===== src/rtl/core/b2g_pkg.sv =====
// b2g_pkg: shared types and constants for the BMP-to-gray stream block.
// Holds the channel payload structs, the parse phase enum and the error codes.
// No dependencies.
package b2g_pkg;

    localparam int MAX_WIDTH_DEF   = 1024;
    localparam int MAX_HEIGHT_DEF  = 1024;
    localparam int QUEUE_DEPTH_DEF = 4;

    localparam int COORD_W = 10;
    localparam int SUM_W   = 10;

    localparam logic        KIND_PIXEL = 1'b0;
    localparam logic        KIND_ERROR = 1'b1;

    localparam logic [2:0]  ERR_SIGNATURE = 3'd0;
    localparam logic [2:0]  ERR_PLANES    = 3'd1;
    localparam logic [2:0]  ERR_DEPTH     = 3'd2;
    localparam logic [2:0]  ERR_COMPRESS  = 3'd3;
    localparam logic [2:0]  ERR_SIZE      = 3'd4;
    localparam logic [2:0]  ERR_TRUNC     = 3'd5;

    localparam logic [15:0] BMP_SIGNATURE = 16'h4D42;
    localparam logic [15:0] BPP_24        = 16'd24;
    localparam logic [15:0] ONE_PLANE     = 16'd1;
    localparam logic [31:0] SIG_CHECK_POS = 32'd13;
    localparam logic [31:0] HEADER_LAST   = 32'd53;
    localparam logic [31:0] PIXEL_BASE    = 32'd54;

    // (x * 683) >> 11 equals x / 3 for every x below 2046
    localparam int DIV3_MUL   = 683;
    localparam int DIV3_SHIFT = 11;

    typedef enum logic [1:0] {
        PH_WAIT,
        PH_HEADER,
        PH_SKIP,
        PH_PIXELS
    } b2g_phase_t;

    typedef struct packed {
        logic [7:0] data_byte;
        logic       first_byte;
        logic       file_end;
    } b2g_in_t;

    typedef struct packed {
        logic               result_kind;
        logic [2:0]         error_code;
        logic [7:0]         gray_value;
        logic [COORD_W-1:0] column;
        logic [COORD_W-1:0] row;
        logic               last_pixel;
    } b2g_out_t;

    typedef struct packed {
        logic               kind;
        logic [2:0]         code;
        logic [SUM_W-1:0]   sum;
        logic [COORD_W-1:0] column;
        logic [COORD_W-1:0] row;
        logic               last;
    } b2g_work_t;

    typedef struct packed {
        logic      valid;
        b2g_work_t work;
    } b2g_push_t;

    typedef struct packed {
        logic full;
        logic empty;
    } b2g_qstat_t;

endpackage


===== src/rtl/core/bmp24_stream_to_gray.sv =====
// bmp24_stream_to_gray: top level of the BMP byte stream to gray pixel block.
// Instantiates b2g_front, b2g_queue and b2g_back; uses b2g_pkg.
//
//   channel   signals                              transfer carries
//   item      item_valid / item_ready / item       one file byte with start/end marks
//   result    result_valid / result_ready / result one gray pixel or one error report
//
// One byte is taken per cycle while the queue is not full (sustained while
// result_ready is high); each result passes the queue, then the output register.
// item_ready drops only while the queue is full, which happens when result_ready
// stays low. Reset returns the parser to waiting for a file start and empties
// the queue and output register; no clearing pass is needed.
module bmp24_stream_to_gray
    import b2g_pkg::*;
#(
    parameter int MAX_WIDTH   = MAX_WIDTH_DEF,
    parameter int MAX_HEIGHT  = MAX_HEIGHT_DEF,
    parameter int QUEUE_DEPTH = QUEUE_DEPTH_DEF
)
(
    input  logic     clk,
    input  logic     rst_n,
    input  logic     item_valid,
    output logic     item_ready,
    input  b2g_in_t  item,
    output logic     result_valid,
    input  logic     result_ready,
    output b2g_out_t result
);

    b2g_push_t  push;
    b2g_qstat_t qstat;
    b2g_work_t  head;
    logic       pop;

    b2g_front #(
        .MAX_WIDTH  (MAX_WIDTH),
        .MAX_HEIGHT (MAX_HEIGHT)
    ) u_front (
        .clk        (clk),
        .rst_n      (rst_n),
        .item_valid (item_valid),
        .item_ready (item_ready),
        .item       (item),
        .qstat      (qstat),
        .push       (push)
    );

    b2g_queue #(
        .DEPTH (QUEUE_DEPTH)
    ) u_queue (
        .clk   (clk),
        .rst_n (rst_n),
        .push  (push),
        .pop   (pop),
        .head  (head),
        .qstat (qstat)
    );

    b2g_back u_back (
        .clk          (clk),
        .rst_n        (rst_n),
        .head         (head),
        .qstat        (qstat),
        .pop          (pop),
        .result_valid (result_valid),
        .result_ready (result_ready),
        .result       (result)
    );

`ifndef ASSERT_OFF
    a_empty_truncated: assert property (@(posedge clk) disable iff (!rst_n)
        (item_valid && item_ready && item.first_byte && item.file_end) |->
        (push.valid && (push.work.kind == KIND_ERROR) && (push.work.code == ERR_TRUNC)))
        else $error("empty file did not report truncated");

    a_error_clean: assert property (@(posedge clk) disable iff (!rst_n)
        (result_valid && (result.result_kind == KIND_ERROR)) |->
        ((result.gray_value == 8'd0) && (result.column == '0) && (result.row == '0)
         && !result.last_pixel))
        else $error("error result carries pixel fields");

    a_pixel_code: assert property (@(posedge clk) disable iff (!rst_n)
        (result_valid && (result.result_kind == KIND_PIXEL)) |-> (result.error_code == 3'd0))
        else $error("pixel result carries an error code");

    a_no_push_when_full: assert property (@(posedge clk) disable iff (!rst_n)
        qstat.full |-> !push.valid)
        else $error("queue written while full");
`endif

endmodule


===== src/rtl/core/b2g_front.sv =====
// b2g_front: byte parser; gathers the headers, checks them, skips to the pixels
// and turns each BGR triple or error into a queue work entry. Uses b2g_pkg.
module b2g_front
    import b2g_pkg::*;
#(
    parameter int MAX_WIDTH  = MAX_WIDTH_DEF,
    parameter int MAX_HEIGHT = MAX_HEIGHT_DEF
)
(
    input  logic       clk,
    input  logic       rst_n,
    input  logic       item_valid,
    output logic       item_ready,
    input  b2g_in_t    item,
    input  b2g_qstat_t qstat,
    output b2g_push_t  push
);

    localparam int COL_W = $clog2(MAX_WIDTH + 1);
    localparam int ROW_W = $clog2(MAX_HEIGHT + 1);

    b2g_phase_t       phase_reg, phase_next;
    logic [31:0]      pos_reg, pos_next;
    logic [15:0]      sig_reg, sig_next;
    logic [31:0]      offset_reg, offset_next;
    logic [31:0]      width_reg, width_next;
    logic [31:0]      height_reg, height_next;
    logic [15:0]      planes_reg, planes_next;
    logic [15:0]      bpp_reg, bpp_next;
    logic [31:0]      comp_reg, comp_next;
    logic             flip_reg, flip_next;
    logic [ROW_W-1:0] hrows_reg, hrows_next;
    logic [COL_W-1:0] col_reg, col_next;
    logic [ROW_W-1:0] row_reg, row_next;
    logic [1:0]       chan_reg, chan_next;
    logic [1:0]       pad_reg, pad_next;
    logic [7:0]       blue_reg, blue_next;
    logic [7:0]       green_reg, green_next;

    logic             acc;
    b2g_phase_t       ph_cur;
    logic [31:0]      pos_cur;
    logic [31:0]      pos_inc;
    logic [1:0]       lane;
    logic             sig_check;
    logic             sig_bad;
    logic             hdr_last;
    logic [31:0]      height_mag;
    logic             bad_planes;
    logic             bad_bpp;
    logic             bad_comp;
    logic             bad_size;
    logic             hdr_bad;
    logic             skip_done;
    logic             pix_red;
    logic [COL_W-1:0] col_inc;
    logic [ROW_W-1:0] row_inc;
    logic             col_wrap;
    logic             is_last;
    logic [ROW_W-1:0] row_out;

    assign item_ready = !qstat.full;
    assign acc        = item_valid && item_ready;
    assign ph_cur     = item.first_byte ? PH_HEADER : phase_reg;
    assign pos_cur    = item.first_byte ? 32'd0 : pos_reg;
    assign pos_inc    = pos_cur + 32'd1;
    assign lane       = pos_cur[1:0] + 2'd2;

    assign sig_check  = (pos_cur == SIG_CHECK_POS);
    assign sig_bad    = sig_check && (sig_reg != BMP_SIGNATURE);
    assign hdr_last   = (pos_cur == HEADER_LAST);
    assign height_mag = height_reg[31] ? (~height_reg + 32'd1) : height_reg;
    assign bad_planes = (planes_reg != ONE_PLANE);
    assign bad_bpp    = (bpp_reg != BPP_24);
    assign bad_comp   = (comp_reg != 32'd0);
    assign bad_size   = (offset_reg < PIXEL_BASE) || width_reg[31] || (width_reg == 32'd0)
                        || (width_reg > 32'(MAX_WIDTH)) || (height_mag > 32'(MAX_HEIGHT));
    assign hdr_bad    = bad_planes || bad_bpp || bad_comp || bad_size;
    assign skip_done  = (pos_inc == offset_reg);

    assign pix_red    = (pad_reg == 2'd0) && chan_reg[1];
    assign col_inc    = col_reg + COL_W'(1);
    assign row_inc    = row_reg + ROW_W'(1);
    assign col_wrap   = (col_inc == width_reg[COL_W-1:0]);
    assign is_last    = (row_inc == hrows_reg) && col_wrap;
    assign row_out    = flip_reg ? (hrows_reg - ROW_W'(1) - row_reg) : row_reg;

    always_comb
    begin
        phase_next = phase_reg;
        if (acc)
        begin
            if (item.file_end)
            begin
                phase_next = PH_WAIT;
            end
            else
            begin
                case (ph_cur)
                    PH_HEADER:
                    begin
                        if (sig_bad)
                            phase_next = PH_WAIT;
                        else if (hdr_last)
                        begin
                            if (hdr_bad || (height_mag == 32'd0))
                                phase_next = PH_WAIT;
                            else if (offset_reg == PIXEL_BASE)
                                phase_next = PH_PIXELS;
                            else
                                phase_next = PH_SKIP;
                        end
                        else
                            phase_next = PH_HEADER;
                    end
                    PH_SKIP:
                        phase_next = skip_done ? PH_PIXELS : PH_SKIP;
                    PH_PIXELS:
                        phase_next = (pix_red && is_last) ? PH_WAIT : PH_PIXELS;
                    default:
                        phase_next = PH_WAIT;
                endcase
            end
        end
    end

    always_comb
    begin
        pos_next    = pos_reg;
        sig_next    = sig_reg;
        offset_next = offset_reg;
        width_next  = width_reg;
        height_next = height_reg;
        planes_next = planes_reg;
        bpp_next    = bpp_reg;
        comp_next   = comp_reg;
        flip_next   = flip_reg;
        hrows_next  = hrows_reg;
        col_next    = col_reg;
        row_next    = row_reg;
        chan_next   = chan_reg;
        pad_next    = pad_reg;
        blue_next   = blue_reg;
        green_next  = green_reg;
        push        = '0;
        push.work.kind = KIND_ERROR;

        if (acc && item.file_end)
        begin
            if (ph_cur != PH_WAIT)
            begin
                push.valid     = 1'b1;
                push.work.code = ERR_TRUNC;
            end
        end
        else if (acc)
        begin
            case (ph_cur)
                PH_HEADER:
                begin
                    pos_next = pos_inc;
                    if (pos_cur < 32'd2)
                        sig_next[pos_cur[0]*8 +: 8] = item.data_byte;
                    else if (pos_cur >= 32'd10 && pos_cur < 32'd14)
                        offset_next[lane*8 +: 8] = item.data_byte;
                    else if (pos_cur >= 32'd18 && pos_cur < 32'd22)
                        width_next[lane*8 +: 8] = item.data_byte;
                    else if (pos_cur >= 32'd22 && pos_cur < 32'd26)
                        height_next[lane*8 +: 8] = item.data_byte;
                    else if (pos_cur >= 32'd26 && pos_cur < 32'd28)
                        planes_next[pos_cur[0]*8 +: 8] = item.data_byte;
                    else if (pos_cur >= 32'd28 && pos_cur < 32'd30)
                        bpp_next[pos_cur[0]*8 +: 8] = item.data_byte;
                    else if (pos_cur >= 32'd30 && pos_cur < 32'd34)
                        comp_next[lane*8 +: 8] = item.data_byte;

                    if (sig_bad)
                    begin
                        push.valid     = 1'b1;
                        push.work.code = ERR_SIGNATURE;
                    end
                    else if (hdr_last)
                    begin
                        if (hdr_bad)
                        begin
                            push.valid = 1'b1;
                            if (bad_planes)
                                push.work.code = ERR_PLANES;
                            else if (bad_bpp)
                                push.work.code = ERR_DEPTH;
                            else if (bad_comp)
                                push.work.code = ERR_COMPRESS;
                            else
                                push.work.code = ERR_SIZE;
                        end
                        flip_next  = !height_reg[31];
                        hrows_next = height_mag[ROW_W-1:0];
                        col_next   = '0;
                        row_next   = '0;
                        chan_next  = 2'd0;
                        pad_next   = 2'd0;
                    end
                end
                PH_SKIP:
                begin
                    pos_next = pos_inc;
                end
                PH_PIXELS:
                begin
                    if (pad_reg != 2'd0)
                        pad_next = pad_reg - 2'd1;
                    else if (chan_reg == 2'd0)
                    begin
                        blue_next = item.data_byte;
                        chan_next = 2'd1;
                    end
                    else if (chan_reg == 2'd1)
                    begin
                        green_next = item.data_byte;
                        chan_next  = 2'd2;
                    end
                    else
                    begin
                        chan_next        = 2'd0;
                        push.valid       = 1'b1;
                        push.work.kind   = KIND_PIXEL;
                        push.work.sum    = SUM_W'(blue_reg) + SUM_W'(green_reg)
                                           + SUM_W'(item.data_byte);
                        push.work.column = COORD_W'(col_reg);
                        push.work.row    = COORD_W'(row_out);
                        push.work.last   = is_last;
                        if (col_wrap)
                        begin
                            col_next = '0;
                            row_next = row_inc;
                            pad_next = width_reg[1:0];
                        end
                        else
                            col_next = col_inc;
                    end
                end
                default:
                begin
                    pos_next = pos_reg;
                end
            endcase
        end
    end

    always_ff @(posedge clk or negedge rst_n)
    begin
        if (!rst_n)
        begin
            phase_reg  <= PH_WAIT;
            pos_reg    <= '0;
            sig_reg    <= '0;
            offset_reg <= '0;
            width_reg  <= '0;
            height_reg <= '0;
            planes_reg <= '0;
            bpp_reg    <= '0;
            comp_reg   <= '0;
            flip_reg   <= 1'b1;
            hrows_reg  <= '0;
            col_reg    <= '0;
            row_reg    <= '0;
            chan_reg   <= '0;
            pad_reg    <= '0;
            blue_reg   <= '0;
            green_reg  <= '0;
        end
        else
        begin
            phase_reg  <= phase_next;
            pos_reg    <= pos_next;
            sig_reg    <= sig_next;
            offset_reg <= offset_next;
            width_reg  <= width_next;
            height_reg <= height_next;
            planes_reg <= planes_next;
            bpp_reg    <= bpp_next;
            comp_reg   <= comp_next;
            flip_reg   <= flip_next;
            hrows_reg  <= hrows_next;
            col_reg    <= col_next;
            row_reg    <= row_next;
            chan_reg   <= chan_next;
            pad_reg    <= pad_next;
            blue_reg   <= blue_next;
            green_reg  <= green_next;
        end
    end

endmodule


===== src/rtl/core/b2g_queue.sv =====
// b2g_queue: short register queue of work entries between parser and output.
// Uses b2g_pkg for the entry and status types.
module b2g_queue
    import b2g_pkg::*;
#(
    parameter int DEPTH = QUEUE_DEPTH_DEF
)
(
    input  logic       clk,
    input  logic       rst_n,
    input  b2g_push_t  push,
    input  logic       pop,
    output b2g_work_t  head,
    output b2g_qstat_t qstat
);

    localparam int PTR_W = (DEPTH > 1) ? $clog2(DEPTH) : 1;
    localparam int CNT_W = $clog2(DEPTH + 1);

    b2g_work_t        slot_reg [DEPTH];
    logic [PTR_W-1:0] wr_reg, wr_next;
    logic [PTR_W-1:0] rd_reg, rd_next;
    logic [CNT_W-1:0] count_reg, count_next;

    assign head        = slot_reg[rd_reg];
    assign qstat.full  = (count_reg == CNT_W'(DEPTH));
    assign qstat.empty = (count_reg == '0);

    always_comb
    begin
        wr_next    = wr_reg;
        rd_next    = rd_reg;
        count_next = count_reg;
        if (push.valid)
            wr_next = (wr_reg == PTR_W'(DEPTH - 1)) ? '0 : wr_reg + PTR_W'(1);
        if (pop)
            rd_next = (rd_reg == PTR_W'(DEPTH - 1)) ? '0 : rd_reg + PTR_W'(1);
        if (push.valid && !pop)
            count_next = count_reg + CNT_W'(1);
        else if (pop && !push.valid)
            count_next = count_reg - CNT_W'(1);
    end

    always_ff @(posedge clk)
    begin
        if (push.valid)
            slot_reg[wr_reg] <= push.work;
    end

    always_ff @(posedge clk or negedge rst_n)
    begin
        if (!rst_n)
        begin
            wr_reg    <= '0;
            rd_reg    <= '0;
            count_reg <= '0;
        end
        else
        begin
            wr_reg    <= wr_next;
            rd_reg    <= rd_next;
            count_reg <= count_next;
        end
    end

endmodule


===== src/rtl/core/b2g_back.sv =====
// b2g_back: takes work entries from the queue, divides the channel sum by three
// and holds the result in the output register. Uses b2g_pkg.
module b2g_back
    import b2g_pkg::*;
(
    input  logic       clk,
    input  logic       rst_n,
    input  b2g_work_t  head,
    input  b2g_qstat_t qstat,
    output logic       pop,
    output logic       result_valid,
    input  logic       result_ready,
    output b2g_out_t   result
);

    logic        valid_reg, valid_next;
    b2g_out_t    data_reg, data_next;
    logic [19:0] product;

    assign pop     = !qstat.empty && (!valid_reg || result_ready);
    assign product = 20'(head.sum) * 20'(DIV3_MUL);

    always_comb
    begin
        valid_next = valid_reg;
        data_next  = data_reg;
        if (pop)
        begin
            valid_next             = 1'b1;
            data_next.result_kind  = head.kind;
            data_next.error_code   = head.code;
            data_next.gray_value   = (head.kind == KIND_PIXEL) ?
                                     product[DIV3_SHIFT +: 8] : 8'd0;
            data_next.column       = head.column;
            data_next.row          = head.row;
            data_next.last_pixel   = head.last;
        end
        else if (result_ready)
            valid_next = 1'b0;
    end

    always_ff @(posedge clk or negedge rst_n)
    begin
        if (!rst_n)
            valid_reg <= 1'b0;
        else
            valid_reg <= valid_next;
    end

    always_ff @(posedge clk)
    begin
        data_reg <= data_next;
    end

    assign result_valid = valid_reg;
    assign result       = data_reg;

endmodule

===== config.mk =====
export PLATFORM = sky130hd
export DESIGN_NAME = bmp24_stream_to_gray
export DESIGN_NICKNAME = d
export VERILOG_FILES = /design/src/rtl/core/b2g_pkg.sv /design/src/rtl/core/bmp24_stream_to_gray.sv /design/src/rtl/core/b2g_front.sv /design/src/rtl/core/b2g_queue.sv /design/src/rtl/core/b2g_back.sv
export SDC_FILE = /design/constraint.sdc
export NUM_CORES = 1
export LEC_CHECK = 0
export BUFFER_PORTS_ARGS = -buffer_cell sky130_fd_sc_hd__buf_2
export CAP_MARGIN = 40
export CORE_MARGIN = 2
export CORE_UTILIZATION = 53
export DETAILED_ROUTE_END_ITERATION = 10
export PLACE_DENSITY = 0.81
export SLEW_MARGIN = 5
export SYNTH_ARGS = -nofsm -noshare
export SYNTH_HDL_FRONTEND = slang
export SYNTH_SLANG_ARGS = --single-unit

===== constraint.sdc =====
create_clock -name clk -period 7.6 [get_ports clk]
set_clock_uncertainty 0.1 [all_clocks]
set_input_delay 0.76 -clock clk [delete_from_list [all_inputs] [get_ports clk]]
set_output_delay 0.76 -clock clk [all_outputs]
set_load 0.02 [all_outputs]

==> results.cfg, run 1 <==
[sta]
setup_tns_ps = 0
fmax_mhz = 166
min_period_ps = 6040
finalCritPeriodShare = 0.795
slew_headroom = 0.354
hold_viol = 0
tightest_slew_ps = 969
setup_viol = 0
rsz0062_at_grt = false
maxSlewViolCount = 0

[logic_synthesis]
synth_nets = 2355
ys_async_sr_fraction = 0.611
synth_cells = 2214
ys_seq_area_frac = 0.504
synth_edf_count = 173
avgSynthCellArea_um2 = 10.8
ys_ff_latch = 445
synth_cell_types = 96
syn_area_um2 = 23800
ys_warn_count = 0
synth_ff_type = dfrtp_1

[die]
core_region_area_um2 = 44300
dieArea_um2 = 46700
ioPinCount = 49
initial_utilization = 0.538
std_cell_rows = 77
die_h_um = 216
fp.dieW_um = 216

[placed_design]
place_area_um2 = 24500
gp_congestion = 0.912
io_buffer_count = 48
hpwlAfterDp_um = 39200

[critical_path]
worstPathRequired_ps = 7820
cp_num_buf_inv = 2
critPathSlowestCell = o41ai_1
worstSetupPathType = reg -> reg
path_delay_family = adder cells
cp-end-kind = flop
crit_chain = mux4_2, ha_1, inv_1, fa_1, fa_1, inv_1, fa_1, ha_1, ha_1, a211o_1, a21oi_1, and3_1, o41ai_1, a221oi_1, o21ai_0, xnor2_1, nor2_1
max_stage_delay_ps = 710
cp-start-kind = flop
cp_data_arrival_time_ps = 6260
cp_max_fo = 11

[cts]
postCtsResizedCells = 0
cts_root_buffer = clkbuf_16
hold_buffers = 0
clk_path_buf_depth = 3
clk_pin_slew_ps = 60
post_cts_buffers = 0
cts_max_level = 2
cts_buffers = 46
cts_tree = built
clk-insertion-delay-late_ps = 580
cts.sink_count = 445

[global_route]
antenna_found_initial = 0
grt_usage = 0.245
grt_max_degree = 126
grt_pass1_wl_um = 91300
grt_pass1_vias = 17200
gr-total-overflow = 0

[power]
power.density_nw_per_um2 = 375
ir_drop_mv = 0.618
p_leak_nw = 10.9

[layout]
antenna_cells = 0
area_growth_pct = 9.32
largest_reg_flops = 140
finalInstanceArea_um2 = 26000
drive_gt1_frac = 0.128
n_fill_cell = 3601
finalNetCount = 2354
fin_util = 0.588

[detailed_routing]
wirelength_um = 55800
route.vias.total = 17300
drt-wirelength-per-cell_um = 19.7
vias_per_cell = 6.09
drc = 0
drt_pass1_iterations = 6
drtAntennaViolNets = 0
drtIter0Drc = 1578

[flow_run]
maxCapViolations = 0

[outcome]
status = completed

[hold_path]
hold_path_class = in -> async
cell usage in the layout (no fill, tap or decap), types with 8 or more instances in the layout:
master / instances
buf_4: 16
buf_2: 47
nand4_1: 37
and2_1: 24
nand3_1: 34
clkinv_2: 8
o21bai_1: 9
o22ai_1: 8
mux4_2: 35
nand2b_1: 12
nor2_1: 110
xor2_1: 47
inv_1: 105
clkbuf_16: 47
clkbuf_1: 8
nor3_1: 56
fa_1: 25
or2_2: 9
nor2b_1: 22
or3_1: 10
o31ai_1: 12
nor4_1: 48
ha_1: 102
or4_1: 8
edfxtp_1: 173
mux2_2: 66
nand2_1: 295
dfrtp_1: 270
a21o_1: 11
a21oi_1: 68
xnor2_1: 67
a31oi_1: 10
o21ai_0: 243
and3_1: 19
mux2i_1: 21
stage by stage:
stage | total power (W) | instances | setup WS (ps) | hold slack [ps]
after floorplan | 0.00649 | 2214 | 1580 | 341
after detailed placement | 0.00754 | 2757 | 1620 | 366
final | 0.00977 | 2839 | 1560 | 176
after CTS | 0.00986 | 2839 | 1540 | 221
after global routing | 0.0106 | 2839 | 1260 | 248
after global placement | 0.00737 | 2754 | 1660 | 361
Yosys cell counts, drive strengths merged, types with 32 or more instances:
library cell | number | area [µm²]
nor2 | 111 | 419
edfxtp | 173 | 5190
clkbuf | 84 | 315
nor4 | 58 | 460
nand2 | 296 | 1110
nand4 | 40 | 269
inv | 105 | 394
xnor2 | 67 | 587
xor2 | 47 | 412
mux4 | 35 | 788
mux2 | 68 | 773
nand3 | 35 | 180
ha | 102 | 1280
nor3 | 58 | 307
dfrtp | 271 | 6780
buf | 32 | 153
o21ai | 243 | 1220
a21oi | 69 | 345
cell families (layout without fill, tap and decap cells):
| family | count (synthesis) | in the layout | synth area share |
|---|---|---|---|
| flops | 445 | 445 | 0.504 |
| mux | 124 | 124 | 0.0744 |
| simple gates | 744 | 744 | 0.160 |
| xor+xnor | 114 | 114 | 0.0419 |
| compound gates | 437 | 437 | 0.109 |
| fa+ha+maj | 129 | 129 | 0.0754 |
| buf+inv | 221 | 254 | 0.0362 |
where the power goes:
group | switching [W] | internal [W] | leakage, nW
clock network | 0.000942 | 0.00131 | 0.728
logic | 0.00254 | 0.00201 | 4.73
registers | 0.000140 | 0.00284 | 5.41
layout make-up:
class / instances / area (µm²) / area share
Sequential cell: 445 / 12000 / 0.461
Multi-Input combinational cell: 1548 / 11000 / 0.421
Clock buffer: 59 / 1260 / 0.0484
Tap cell: 592 / 741 / 0.0284
Timing Repair Buffer: 67 / 437 / 0.0168
Inverter: 105 / 394 / 0.0151
Clock inverter: 23 / 236 / 0.00908
metal layers:
layer | up-vias | global-route usage | part of all wire
met5 | - | 0.00521 | 0
met4 | 0 | 0.105 | 0.043
met3 | 156 | 0.0345 | 0.065
met2 | 696 | 0.409 | 0.48
met1 | 8434 | 0.321 | 0.41
li1 | 7999 | - | -
final timing paths:
check / from / to / slack (ps) / cells past startpoint
worst max register to register: u_queue.rd_reg[0] / u_back.result[28] / 1560 / 17
max in group asynchronous: rst_n / u_front.col_reg[4] / 5980 / 3
min in group clk: result_ready / u_back.result_valid / 270 / 2
worst min register to register: u_front.comp_reg[5] / u_front.comp_reg[5] / 380 / 2
worst max-delay path: u_queue.rd_reg[0] / u_back.result[28] / 1560 / 17
worst min-delay path: rst_n / u_front.sig_reg[5] / 180 / 1
No activity file was read; power rests on OpenSTA's default activity.
==> inputs of run 2 (changes only) <==
--- a/config.mk
+++ b/config.mk
@@ -10,7 +10,7 @@
 export CORE_MARGIN = 2
 export CORE_UTILIZATION = 53
 export DETAILED_ROUTE_END_ITERATION = 10
-export PLACE_DENSITY = 0.81
+export PLACE_DENSITY = 0.84
 export SLEW_MARGIN = 5
 export SYNTH_ARGS = -nofsm -noshare
 export SYNTH_HDL_FRONTEND = slang
==> constraint.sdc (replaced) <==
create_clock -name clk -period 5.4 [get_ports clk]
set_clock_uncertainty 0.1 [all_clocks]
set_input_delay 0.54 -clock clk [delete_from_list [all_inputs] [get_ports clk]]
set_output_delay 0.54 -clock clk [all_outputs]
set_load 0.02 [all_outputs]
==> run 2 against run 1 <==
Net effect: the flow now finishes with violations (negative setup slack); power is 66% higher; first-iteration DRC count is 17% higher; combinational power is 98% higher; sequential share of layout area is 0.80 points lower; die area stayed put; setup slack worse by 1700 ps; clock power is 37% higher; critical path depth is 2 higher; sequential cell count stayed put; clock-buffer cell count is 5 higher; critical path type unchanged; largest power group unchanged.
==> results.cfg, run 2 (synthesized netlist as in run 1, its figures left out) <==
[layout]
n_fill_cell = 3471
largest_reg_flops = 140
antenna_cells = 0
final-seq-area_um2 = 12000
multiInputGateArea_um2 = 11200
mostFrequentLayoutCells = 295 x nand2_1, 270 x dfrtp_1, 242 x o21ai_0
finalInstanceArea_um2 = 26500
finalNetCount = 2385
drive_gt1_frac = 0.151
final_common_cell = nand2_1
area_growth_pct = 11.2

[sta]
rsz0062_at_grt = true
hold_viol = 0
worst_slack_ps = -101
finalCritPeriodShare = 1.02
setup_tns_ps = -101
fmax_mhz = 182
maxSlewViolCount = 0
holdWs_ps = 51.4
min_period_ps = 5500
tightest_slew_ps = 841
setup_viol = 1
slew_headroom = 0.434

[critical_path]
cp_data_arrival_time_ps = 5740
ff2ff_setup_slack_ps = -100
worstPathRequired_ps = 5640
reg2reg_from = u_queue.rd_reg[0]
cp-end-kind = flop
r2r_end = u_back.result[27]
worstSetupPathType = reg -> reg
cp-endpoint = u_back.result[27]
crit_start = u_queue.rd_reg[0]
r2r_cells = 19
cp-start-kind = flop
cp_max_fo = 6

[die]
core_region_area_um2 = 44300
std_cell_rows = 77
dieArea_um2 = 46700
initial_utilization = 0.538
die_h_um = 216
fp.dieW_um = 216
ioPinCount = 49

[hold_path]
hold_path_class = in -> reg

[cts]
clk_pin_slew_ps = 60
cts_tree = built
clk_path_buf_depth = 3
cts.sink_count = 445
cts_max_level = 2
clk-insertion-delay-late_ps = 590
cts_buffers = 45
cts_root_buffer = clkbuf_16

[placed_design]
place_area_um2 = 24800
gp_congestion = 0.952
hpwlAfterDp_um = 39600
io_buffer_count = 48

[flow_run]
maxCapViolations = 0

[detailed_routing]
drc = 0
drtAntennaViolNets = 0
drt-wirelength-per-cell_um = 20.1
route.vias.total = 17600
drt_pass1_iterations = 6
wirelength_um = 57800
drtIter0Drc = 1852
vias_per_cell = 6.15

[global_route]
grt_usage = 0.250
grt_max_degree = 117
gr-total-overflow = 0
grt_pass1_vias = 17300
antenna_found_initial = 1
grt_pass1_wl_um = 93200

[power]
power.density_nw_per_um2 = 613
ir_drop_mv = 1.78
p_leak_nw = 11.0

[outcome]
status = finished, violations left
violations = negative setup slack
[run 2: report_power, final]
group	switching, W	internal (W)
sequential	0.000163	0.00399
combinational	0.00472	0.00427
clock	0.00130	0.00180
[run 2: worst min path at each step]
stage	startpoint	endpoint	slack, ps	cells past startpoint
after floorplan	rst_n	u_back.result_valid	140	0
after global placement	u_front.width_reg[22]	u_front.width_reg[22]	360	2
after detailed placement	u_front.width_reg[22]	u_front.width_reg[22]	360	2
after CTS	result_ready	u_back.result_valid	30	2
after global routing	result_ready	u_back.result_valid	40	2
final	result_ready	u_back.result_valid	50	2
[run 2: stage by stage]
step / worst slack [ps] / power (W) / std cells / util
final: -101 / 0.0162 / 2871 / 0.598
after CTS: -36.5 / 0.0151 / 2871 / 0.597
after floorplan: 17.0 / 0.00958 / 2214 / -
after detailed placement: -15.7 / 0.0114 / 2782 / 0.559
after global placement: 61.8 / 0.0111 / 2782 / 0.559
after global routing: -257 / 0.0174 / 2871 / 0.598
[run 2: area by class of cell]
| cell class | instances | share of cell area |
|---|---|---|
| Inverter | 105 | 0.0149 |
| Timing Repair Buffer | 99 | 0.0252 |
| Sequential cell | 445 | 0.453 |
| Tap cell | 592 | 0.0279 |
| Clock inverter | 18 | 0.00694 |
| Clock buffer | 64 | 0.0482 |
| Multi-Input combinational cell | 1548 | 0.424 |
[run 2: repair_timing]
item	in CTS	in global routing
setup buffers	5	5
gates resized for setup	16	14
hold buffers	1	0
endpoints found under the hold margin	97	0
gates cloned	1	0
endpoints found under the setup margin	2	4
pin swaps	14	24
[run 2: routing by layer]
metal / vias up / track usage / routed length (µm)
li1: 8052 / - / -
met5: - / 0 / 0
met1: 8653 / 0.330 / 23400
met2: 777 / 0.414 / 27700
met3: 167 / 0.0444 / 4370
met4: 0 / 0.100 / 2410
[run 2: critical path, cell delays in order (launching register included)]
cell and delay, ps:
dfrtp_2 390, buf_12 130, mux4_2 550, ha_4 300, inv_2 40, fa_1 480
fa_1 550, inv_2 40, fa_1 480, ha_4 300, ha_4 190, a211o_1 310
a21oi_2 150, and3_4 220, o41ai_4 90, a221oi_2 390, nor2b_1 80, nor2_1 180
xor2_1 200, nor2_1 70
